`src/rtl/core/hist2_pkg.sv`:
```
// Shared types and constants of the two-dimensional histogram core.
package hist2_pkg;

   typedef enum logic [1:0] {
      OP_FILL_COORD = 2'd0,
      OP_FILL_INDEX = 2'd1,
      OP_READ       = 2'd2,
      OP_CLEAR      = 2'd3
   } op_type;

   typedef enum logic [1:0] {
      STS_OK        = 2'd0,
      STS_BELOW     = 2'd1,
      STS_ABOVE     = 2'd2,
      STS_BAD_INDEX = 2'd3
   } status_type;

   localparam logic [2:0] REG_X_ORIGIN = 3'd0;
   localparam logic [2:0] REG_X_WIDTH  = 3'd1;
   localparam logic [2:0] REG_X_COUNT  = 3'd2;
   localparam logic [2:0] REG_Y_ORIGIN = 3'd3;
   localparam logic [2:0] REG_Y_WIDTH  = 3'd4;
   localparam logic [2:0] REG_Y_COUNT  = 3'd5;

   localparam int QUOT_BITS = 7;
   localparam int OFF_BITS  = 17;
   localparam int DIV_BITS  = OFF_BITS + QUOT_BITS - 1;
   localparam int HITS_BITS = 32;
   localparam int TOTAL_BITS = 48;

   typedef enum logic [2:0] {
      ST_SWEEP,
      ST_IDLE,
      ST_CHECK,
      ST_DIV,
      ST_READ,
      ST_UPDATE
   } state_type;

   typedef struct packed {
      logic                  start;
      logic [OFF_BITS-1:0]   x_off;
      logic [OFF_BITS-1:0]   y_off;
      logic [15:0]           x_w;
      logic [15:0]           y_w;
   } div_req_type;

   typedef struct packed {
      logic                  done;
      logic [QUOT_BITS-1:0]  x_quot;
      logic [QUOT_BITS-1:0]  y_quot;
   } div_rsp_type;

endpackage

```
`src/rtl/core/hist2_bin_div.sv`:
```
// Iterative restoring divider that turns axis offsets into bin indices.
module hist2_bin_div
   import hist2_pkg::*;
(
   input  logic        clock,
   input  logic        reset,
   input  div_req_type div_req,
   output div_rsp_type div_rsp
);

   logic                 busy_ff, busy_in;
   logic [2:0]           step_ff, step_in;
   logic [OFF_BITS-1:0]  x_rem_ff, x_rem_in, y_rem_ff, y_rem_in;
   logic [15:0]          x_w_ff, y_w_ff;
   logic [QUOT_BITS-1:0] x_q_ff, x_q_in, y_q_ff, y_q_in;
   logic                 done_ff, done_in;
   logic [DIV_BITS-1:0]  x_trial, y_trial;

   // The quotient is known to stay below 128, so seven steps cover it.
   always_comb begin
      x_trial  = DIV_BITS'(x_w_ff) << step_ff;
      y_trial  = DIV_BITS'(y_w_ff) << step_ff;
      busy_in  = busy_ff;
      step_in  = step_ff;
      x_rem_in = x_rem_ff;
      y_rem_in = y_rem_ff;
      x_q_in   = x_q_ff;
      y_q_in   = y_q_ff;
      done_in  = 1'b0;
      if (div_req.start) begin
         busy_in  = 1'b1;
         step_in  = 3'(QUOT_BITS - 1);
         x_rem_in = div_req.x_off;
         y_rem_in = div_req.y_off;
         x_q_in   = '0;
         y_q_in   = '0;
      end else if (busy_ff) begin
         if (DIV_BITS'(x_rem_ff) >= x_trial) begin
            x_rem_in = x_rem_ff - OFF_BITS'(x_trial);
            x_q_in[step_ff] = 1'b1;
         end
         if (DIV_BITS'(y_rem_ff) >= y_trial) begin
            y_rem_in = y_rem_ff - OFF_BITS'(y_trial);
            y_q_in[step_ff] = 1'b1;
         end
         if (step_ff == 3'd0) begin
            busy_in = 1'b0;
            done_in = 1'b1;
         end else begin
            step_in = step_ff - 3'd1;
         end
      end
   end

   always_ff @(posedge clock) begin
      if (reset) begin
         busy_ff <= 1'b0;
         done_ff <= 1'b0;
      end else begin
         busy_ff <= busy_in;
         done_ff <= done_in;
      end
      step_ff  <= step_in;
      x_rem_ff <= x_rem_in;
      y_rem_ff <= y_rem_in;
      x_q_ff   <= x_q_in;
      y_q_ff   <= y_q_in;
      if (div_req.start) begin
         x_w_ff <= div_req.x_w;
         y_w_ff <= div_req.y_w;
      end
   end

   assign div_rsp.done   = done_ff;
   assign div_rsp.x_quot = x_q_ff;
   assign div_rsp.y_quot = y_q_ff;

endmodule

```
`config.mk`:
```
export PLATFORM = sky130hd
export DESIGN_NAME = hist2_bin_div
export DESIGN_NICKNAME = d
export VERILOG_FILES = /design/src/rtl/core/hist2_pkg.sv /design/src/rtl/core/hist2_bin_div.sv
export SDC_FILE = /design/constraint.sdc
export NUM_CORES = 1
export LEC_CHECK = 0
export BUFFER_PORTS_ARGS = -buffer_cell sky130_fd_sc_hd__buf_2
export CAP_MARGIN = 0
export CORE_MARGIN = 8
export CORE_UTILIZATION = 45
export DETAILED_ROUTE_END_ITERATION = 8
export GPL_TIMING_DRIVEN = 1
export PLACE_DENSITY = 0.65
export SYNTH_ARGS = -nofsm -noshare
export SYNTH_HDL_FRONTEND = slang
export SYNTH_SLANG_ARGS = --single-unit
```
`constraint.sdc`:
```
create_clock -name clock -period 10.3 [get_ports clock]
set_input_delay 0.515 -clock clock [delete_from_list [all_inputs] [get_ports clock]]
set_output_delay 0.515 -clock clock [all_outputs]
set_load 0.02 [all_outputs]
```
==> results of run 1 <==
[cells in the mapped netlist (7+ instances only)]
cell	number	area share, %
nand2_1	70	4.6
edfxtp_1	66	35
o21ai_0	45	4.0
a21oi_1	42	3.7
ha_1	36	8.0
mux2i_1	29	5.1
nor2_1	29	1.9
dfxtp_1	19	6.7
inv_1	18	1.2
clkbuf_1	15	1.0
xor2_1	15	2.3
xnor2_1	14	2.2
a21o_1	10	1.3
mux4_2	10	4.0
a211oi_1	9	1.2
a31oi_1	9	1.0
nand3_1	8	0.71
nor2b_1	7	0.77
o32ai_1	7	1.1
[per-stage QoR]
stage | std cells | setup slack [ns]
detailed placement | 796 | 5.805
global route | 812 | 5.325
floorplan | 562 | 5.852
finish | 812 | 5.786
CTS | 812 | 5.775
global placement | 796 | 5.924
[layout make-up]
type                    count  share of cell area, %
multi-input cells         431                  47.79
flip-flops and latches     85                  36.27
repair buffers             87                  6.874
clock buffers              12                  4.109
well taps                 172                  3.303
inverters                  21                  1.210
clock inverters             4                 0.4416
[flip-flops by register name, summed over array words and instances, names as in the netlist, 3 cells and up]
signal	count
y_rem_ff	17
x_rem_ff	17
x_q_ff	7
x_w_ff	16
y_q_ff	7
step_ff	3
y_w_ff	16
[kinds of logic (layout without fill, tap and decap cells)]
group	count (synthesis)	in the layout	share of synthesized area (%)
compound gates	163	163	18.37
xor+xnor	29	29	4.493
fa+ha+maj	38	38	8.676
buf+inv	46	124	3.187
flops	85	85	41.79
mux	46	46	10.58
simple gates	155	155	12.90
[routing by layer]
layer	track usage (%)	routed length, microns
met1	23.44	6698
met2	26.98	6244
met3	3.453	753
met4	7.762	287
met5	0	0
[worst register-to-register path: stages, from the launching register on]
cell	delay, ns
dfxtp_1	0.30
buf_4	0.40
clkinv_1	0.65
nor2_1	0.31
nand2_1	0.07
o21ai_0	0.10
nand2_1	0.10
ha_1	0.38
a21oi_1	0.21
a21oi_1	0.10
a2111oi_2	0.48
o211ai_1	0.23
a31oi_1	0.44
o21ai_2	0.38
[cell usage in the layout, fill, tap and decap left out, types with 9 or more instances in the layout]
| master | netlist | final |
|---|---|---|
| buf_2 | 3 | 82 |
| nand2_1 | 70 | 70 |
| edfxtp_1 | 66 | 66 |
| o21ai_0 | 45 | 44 |
| a21oi_1 | 42 | 42 |
| ha_1 | 36 | 36 |
| mux2i_1 | 29 | 29 |
| nor2_1 | 29 | 29 |
| inv_1 | 18 | 18 |
| dfxtp_1 | 19 | 18 |
| xor2_1 | 15 | 15 |
| xnor2_1 | 14 | 14 |
| mux4_2 | 10 | 10 |
| a21o_1 | 10 | 10 |
| clkbuf_16 | 0 | 10 |
| a211oi_1 | 9 | 9 |
| a31oi_1 | 9 | 9 |
[power groups by stage]
stage	registers [mW]	logic (mW)	clock network [mW]
global placement	0.460	0.479	0
floorplan	0.444	0.390	0
CTS	0.454	0.494	0.329
finish	0.455	0.496	0.321
detailed placement	0.461	0.491	0
global route	0.459	0.550	0.340
[worst paths after layout]
| path | startpoint | end | slack [ns] | cells past startpoint |
|---|---|---|---|---|
| worst max-delay path | step_ff[0] | x_rem_ff[3] | 5.79 | 13 |
| worst min-delay path | div_req[21] | x_w_ff[5] | 0.33 | 1 |
| worst max register to register | step_ff[0] | x_rem_ff[3] | 5.79 | 13 |
| worst min register to register | x_q_ff[5] | x_q_ff[5] | 0.45 | 2 |
==> flow_summary.json, run 1 <==
{
  "status": "complete, no violations",
  "fin_skew_ns": 0.005859,
  "path_delay_family": "compound AO/OA/AOI/OAI gates",
  "ctsHoldBuffers": 0,
  "fill_cells": 1162,
  "numCtsBuffers": 9,
  "core_region_area_sq_um": 12470,
  "vias": 4571,
  "start_util_pct": 45.35,
  "die_w_microns": 128.1,
  "cp_max_fo": 39,
  "clkSlewWorstSetupHoldPaths_ns": 0.06,
  "slowest_delay_ns": 0.64,
  "place_area_sq_um": 6220,
  "synth-warning-count": 0,
  "drv_cap": 0,
  "fin_util_pct": 52.27,
  "cts_tree": "done",
  "vias_per_cell": 5.629,
  "synth-edff-count": 66,
  "grt_antenna_before_repair": 0,
  "insertion_delay_ns": 0.35,
  "hold_slack_ns": 0.3349,
  "io_buffer_count": 83,
  "first_iter_violations": 413,
  "power.net_switching_mw": 0.4452,
  "worstPathRequired_ns": 10.31,
  "dr.pass1.iters": 5,
  "drcViolationCount": 0,
  "n_antenna_cell": 0,
  "grt_max_degree": 57,
  "seqCellArea_sq_um": 2364,
  "cts_setup_buffers": 0,
  "h-tree-depth": 3,
  "grt-ovfl-total": 0,
  "die_h_microns": 128.1,
  "post_cts_resize_count": 0,
  "peakVddDrop_v": 0.0001062,
  "grt_use_total_pct": 17.56,
  "min_path_type": "in2reg",
  "hold_viol": 0,
  "power_frac_comb_pct": 39.0,
  "worstPathArrival_ns": 4.52,
  "async_flop_share_pct": 0,
  "setup_tns_ns": 0,
  "area_growth_pct": 15.27,
  "p_int_mw": 0.8268,
  "netSwitchingFraction_pct": 35.00,
  "finalPower_mw": 1.272,
  "critPathKind": "reg2reg",
  "period_needed_ns": 4.514,
  "fmax_ghz": 0.2215,
  "critPathSlowestCell": "clkinv_1",
  "grt_pass1_vias": 4546,
  "hpwlAfterDp_microns": 10700,
  "rows": 41,
  "worst_pin_slew_ns": 0.9908,
  "place.gp.congestion": 0.9021,
  "syn_inst": 562,
  "p_clk_share_pct": 25.2,
  "post-route-period-util_pct": 43.83,
  "cts.sinks": 85,
  "power_density_nw_per_um2": 195.2,
  "ys_seq_elements": 85,
  "seq_area_frac_synth_pct": 41.79,
  "slew_headroom_pct": 33.95,
  "slew_viol_final": 0,
  "die_area_sq_um": 16400,
  "drive_gt1_share_pct": 20.16,
  "clk_root_buffer_cell": "clkbuf_16",
  "ant_nets": 0,
  "rsz0062_at_grt": "false",
  "wl_per_cell_microns": 17.22,
  "syn_nets": 669,
  "multi_input_area_sq_um": 3114,
  "synth_ff_type": "edfxtp_1",
  "power_frac_seq_pct": 35.8,
  "setup_viol": 0,
  "clk_path_buf_depth": 2,
  "leakage_nw": 2.654,
  "start_kind": "register",
  "postSynthAreaPerCell_sq_um": 10.06,
  "endpoint_kind": "register",
  "path_buf_inv": 2,
  "syn_area_sq_um": 5653,
  "final_area_sq_um": 6516,
  "grt_first_pass_wirelength_microns": 22700,
  "finalNetCount": 742,
  "wirelength_microns": 13980,
  "ios": 84,
  "worstPathCellList": "buf_4 -> clkinv_1 -> nor2_1 -> nand2_1 -> o21ai_0 -> nand2_1 -> ha_1 -> a21oi_1 -> a21oi_1 -> a2111oi_2 -> o211ai_1 -> a31oi_1 -> o21ai_2",
  "synth_cell_types": 61
}
(Power assumes the default switching activity.)
==> run 2, diff against run 1 <==
--- a/config.mk
+++ b/config.mk
@@ -11,7 +11,7 @@
 export CORE_UTILIZATION = 45
 export DETAILED_ROUTE_END_ITERATION = 8
 export GPL_TIMING_DRIVEN = 1
-export PLACE_DENSITY = 0.65
+export PLACE_DENSITY = 0.68
 export SYNTH_ARGS = -nofsm -noshare
 export SYNTH_HDL_FRONTEND = slang
 export SYNTH_SLANG_ARGS = --single-unit
==> constraint.sdc (replaced) <==
create_clock -name clock -period 3.7 [get_ports clock]
set_input_delay 0.185 -clock clock [delete_from_list [all_inputs] [get_ports clock]]
set_output_delay 0.185 -clock clock [all_outputs]
set_load 0.02 [all_outputs]
==> run 2 against run 1 <==
Compared with the run above: core utilization increased by 3.7 points; die area did not move; non-clock buffer count rose by 46; worst setup slack worse by 5.6 ns; sequential share of layout area is 2.4 points lower; sequential power rose to 2.7 times the previous value; hold slack lost 0.32 ns; critical endpoint is now y_rem_ff[10]; largest cell class unchanged.
==> flow_summary.json, run 2 (synthesis gave the netlist of run 1 again) <==
{
  "finalNetCount": 788,
  "h-tree-depth": 3,
  "io_buffer_count": 83,
  "ios": 84,
  "peakVddDrop_v": 0.0003318,
  "leakage_nw": 2.873,
  "min_path_type": "in2reg",
  "vias_per_cell": 5.571,
  "grt_first_pass_wirelength_microns": 23580,
  "period_needed_ns": 3.528,
  "n_antenna_cell": 0,
  "start_kind": "register",
  "wl_per_cell_microns": 17.11,
  "vias": 4780,
  "layout_common_cells": "82 x buf_2, 70 x nand2_1, 66 x edfxtp_1",
  "drive_gt1_share_pct": 21.72,
  "start_util_pct": 45.35,
  "setup_tns_ns": 0,
  "cts_setup_buffers": 0,
  "die_w_microns": 128.1,
  "rows": 41,
  "area_growth_pct": 23.35,
  "grt_pass1_vias": 4736,
  "slew_headroom_pct": 54.66,
  "p_int_mw": 2.453,
  "cp_max_fo": 19,
  "first_iter_violations": 314,
  "setup_viol": 0,
  "cts.sinks": 85,
  "hold_viol": 0,
  "grt-ovfl-total": 0,
  "die_area_sq_um": 16400,
  "final_area_sq_um": 6973,
  "grt_use_total_pct": 18.16,
  "status": "complete, no violations",
  "insertion_delay_ns": 0.35,
  "rsz0062_at_grt": "false",
  "mostFrequentLayoutCell": "buf_2",
  "power_frac_comb_pct": 39.6,
  "grt_antenna_before_repair": 0,
  "grt_max_degree": 65,
  "clk_root_buffer_cell": "clkbuf_16",
  "place_area_sq_um": 6351,
  "fmax_ghz": 0.2835,
  "critPathKind": "reg2reg",
  "clk_path_buf_depth": 2,
  "clkSlewWorstSetupHoldPaths_ns": 0.07,
  "rrSetupSlack_ns": 0.17,
  "dr.pass1.iters": 6,
  "reg_top3": "x_rem_ff x17, y_rem_ff x17",
  "slew_viol_final": 0,
  "fin_skew_ns": 0.006979,
  "core_region_area_sq_um": 12470,
  "power_frac_seq_pct": 33.5,
  "ant_nets": 0,
  "placed_cells": 813,
  "worst_pin_slew_ns": 0.6801,
  "cts_tree": "done",
  "power.net_switching_mw": 1.280,
  "worstPathArrival_ns": 3.63,
  "p_clk_share_pct": 26.9,
  "drcViolationCount": 0,
  "worstPathRequired_ns": 3.81,
  "drv_cap": 0,
  "netSwitchingFraction_pct": 34.29,
  "wirelength_microns": 14680,
  "power_density_nw_per_um2": 535.3,
  "numCtsBuffers": 9,
  "endpoint_kind": "register",
  "place.gp.congestion": 0.8856,
  "final_cell_count_no_fill": 858,
  "post-route-period-util_pct": 95.35,
  "hpwlAfterDp_microns": 11050,
  "die_h_microns": 128.1
}
## run 2: cell types whose count changed in the layout (fill, tap and decap cells not counted), moves of 2 or more
cell / before / now
dlygate4sd3_1: 0 / 29
inv_6: 1 / 3
bufinv_16: 0 / 2
buf_4: 5 / 22
## run 2: power groups by stage
stage                     combinational [mW]  clock [mW]  sequential [mW]
after global placement                  1.42           0             1.26
after floorplan                         1.09           0             1.24
final                                   1.48        1.00             1.25
after detailed placement                1.43           0             1.27
after global routing                    1.63        1.06             1.26
after CTS                               1.47        1.03             1.25
## run 2: critical path, stage by stage (launching register included)
cell,delay [ns]
dfxtp_1,0.35
buf_4,0.26
mux4_2,0.56
mux2i_1,0.20
ha_1,0.28
a21oi_1,0.19
nand2b_1,0.08
o31a_1,0.29
a21o_1,0.22
a211oi_1,0.37
o21a_2,0.22
o21ai_2,0.07
buf_4,0.20
## run 2: layout make-up
cell class / instances / area, sq um
Fill cell: 1070 / 5493
Multi-Input combinational cell: 431 / 3122
Sequential cell: 85 / 2364
Timing Repair Buffer: 133 / 865.8
Clock buffer: 9 / 225.2
Tap cell: 172 / 215.2
Clock inverter: 7 / 102.6
Inverter: 21 / 78.83
## run 2: timing repair
item / CTS / global route
endpoints found under the hold margin: 27 / 2
setup endpoints to repair: 0 / 2
hold buffers: 27 / 2
gates resized for setup: 0 / 1
## run 2: path summary, 6_finish.rpt
path              start            to  cells after the start
min reg2reg   y_q_ff[3]     y_q_ff[3]                      2
max          step_ff[0]  y_rem_ff[10]                     12
max reg2reg  step_ff[0]  y_rem_ff[10]                     12
min          div_req[2]     y_w_ff[2]                      1
## run 2: layer usage
layer,vias to the layer above,global-route usage (%),routed length [microns],share of wire [%]
li1,2355,-,-,-
met1,2243,23.95,6700,46
met2,165,28.62,6818,46
met3,17,4.368,982,6.7
met4,0,5.874,181,1.2
met5,-,0,0,0
## run 2: stage by stage
stage / hold slack [ns] / setup WS (ns) / utilization (%) / power (mW)
detailed placement: 0.3621 / 0.2214 / 50.95 / 2.700
finish: 0.01023 / 0.1722 / 55.94 / 3.732
CTS: 0.0008714 / 0.1668 / 55.75 / 3.740
global route: 0.005990 / 0.01996 / 55.94 / 3.957
global placement: 0.3610 / 0.2455 / 50.95 / 2.684
floorplan: 0.2541 / 0.005999 / - / 2.327
==> run 3, diff against run 2 <==
--- a/config.mk
+++ b/config.mk
@@ -7,11 +7,12 @@
 export LEC_CHECK = 0
 export BUFFER_PORTS_ARGS = -buffer_cell sky130_fd_sc_hd__buf_2
 export CAP_MARGIN = 0
-export CORE_MARGIN = 8
 export CORE_UTILIZATION = 45
 export DETAILED_ROUTE_END_ITERATION = 8
+export GPL_ROUTABILITY_DRIVEN = 0
 export GPL_TIMING_DRIVEN = 1
 export PLACE_DENSITY = 0.68
+export RECOVER_POWER = 25
 export SYNTH_ARGS = -nofsm -noshare
 export SYNTH_HDL_FRONTEND = slang
 export SYNTH_SLANG_ARGS = --single-unit
==> run 3 against run 2 <==
Compared with the run above: hold slack got worse by 0.0062 ns; combinational power barely moved; final area down 2.0%; core utilization up 0.47 points; sequential share of layout area up 0.76 points; cell count is 1.9% lower; maximum frequency increased by 1.7%; clock power fell by 5%; clock skew rose by 0.0013 ns; critical path type unchanged; count of clock-buffer cells in the layout did not move.
==> flow_summary.json, run 3 (synthesis gave the netlist of run 1 again) <==
{
  "status": "complete, no violations",
  "endpoint_kind": "register",
  "post-route-period-util_pct": 93.73,
  "drive_gt1_share_pct": 21.22,
  "start_util_pct": 46.67,
  "grt_max_degree": 56,
  "layout_common_cells": "74 x buf_2, 70 x nand2_1, 66 x edfxtp_1",
  "cp_max_fo": 19,
  "rows": 40,
  "grt_first_pass_wirelength_microns": 22310,
  "grt_antenna_before_repair": 0,
  "critPathSlowestCell": "dfxtp_4",
  "n_antenna_cell": 0,
  "grt_pass1_vias": 4566,
  "slew_headroom_pct": 61.45,
  "slowest_delay_ns": 0.48,
  "final_cell_count_no_fill": 842,
  "finalNetCount": 776,
  "setup_tns_ns": 0,
  "numCtsBuffers": 9,
  "core_region_area_sq_um": 12110,
  "worstPathRequired_ns": 3.79,
  "hpwlAfterDp_microns": 10410,
  "wl_per_cell_microns": 16.28,
  "ios": 84,
  "placed_cells": 810,
  "path_delay_family": "compound AO/OA/AOI/OAI gates",
  "setup_viol": 0,
  "worstPathArrival_ns": 3.56,
  "cts_tree": "done",
  "vias": 4657,
  "vias_per_cell": 5.531,
  "clkSlewWorstSetupHoldPaths_ns": 0.07,
  "clk_path_buf_depth": 2,
  "reg_top3": "x_rem_ff x17, y_rem_ff x17",
  "die_area_sq_um": 13010,
  "cts.sinks": 85,
  "worstPathCellList": "buf_6 -> mux4_2 -> mux2i_1 -> ha_1 -> a21oi_1 -> nand2b_1 -> o31a_1 -> a21o_1 -> a211oi_1 -> o21a_2 -> o21ai_2 -> buf_4",
  "fmax_ghz": 0.2884,
  "clk_root_buffer_cell": "clkbuf_16",
  "area_growth_pct": 20.85,
  "path_buf_inv": 2,
  "power_density_nw_per_um2": 539.1,
  "h-tree-depth": 3,
  "io_buffer_count": 83,
  "die_h_microns": 114.1,
  "die_w_microns": 114.1,
  "fill_cells": 1077,
  "rsz0062_at_grt": "false",
  "peakVddDrop_v": 0.0003426,
  "hold_viol": 0,
  "fin_skew_ns": 0.008270,
  "period_needed_ns": 3.468,
  "mostFrequentLayoutCell": "buf_2",
  "insertion_delay_ns": 0.35,
  "min_path_type": "in2reg",
  "start_kind": "register",
  "drcViolationCount": 0,
  "grt_use_total_pct": 22.30,
  "slew_viol_final": 0,
  "wirelength_microns": 13710,
  "drv_cap": 0,
  "ant_nets": 0,
  "worst_pin_slew_ns": 0.5783,
  "dr.pass1.iters": 5,
  "critPathKind": "reg2reg",
  "grt-ovfl-total": 0,
  "first_iter_violations": 334,
  "leakage_nw": 2.786
}
## run 3: through the flow
step	worst slack, ns	hold slack (ns)	util (%)	area (sq um)	power, mW
after global routing	0.01220	0.00007572	56.41	6832	3.912
after floorplan	0.005999	0.2541	-	5662	2.327
final	0.2321	0.004074	56.41	6832	3.683
after detailed placement	0.05807	0.3631	52.56	6366	2.712
after CTS	0.04023	0.0006098	56.36	6827	3.682
after global placement	0.1779	0.3613	52.56	6366	2.683
## run 3: where the power goes
part,leakage (nW),internal (mW),switching [mW]
clock,0.153,0.539,0.413
combinational,1.83,0.672,0.804
sequential,0.804,1.18,0.0731
## run 3: cell type report
type / instances / area [sq um] / area share [%]
Clock buffer: 9 / 225.2 / 3.297
Clock inverter: 7 / 85.08 / 1.245
Inverter: 21 / 78.83 / 1.154
Multi-Input combinational cell: 431 / 3118 / 45.64
Sequential cell: 85 / 2367 / 34.65
Tap cell: 168 / 210.2 / 3.077
Timing Repair Buffer: 121 / 747.0 / 10.93
## run 3: metal layers
layer / routed length [microns] / track usage, %
met1: 6698 / 31.23
met4: 240 / 8.398
met2: 6117 / 34.59
met3: 654 / 3.917
met5: 0 / 0
## run 3: path summary, 6_finish.rpt
kind	from	end	slack, ns	cells after the start
worst max-delay path	step_ff[1]	y_rem_ff[0]	0.23	12
worst min-delay path	div_req[20]	x_w_ff[4]	0.004	1
worst max register to register	step_ff[1]	y_rem_ff[0]	0.23	12
worst min register to register	y_q_ff[1]	y_q_ff[1]	0.46	1
## run 3: repair_timing
item | in CTS | in global routing
endpoints found under the setup margin | 0 | 46
endpoints found under the hold margin | 15 | 0
hold buffers | 15 | 0
gates resized for setup | 0 | 3
buffers inserted | 0 | 1
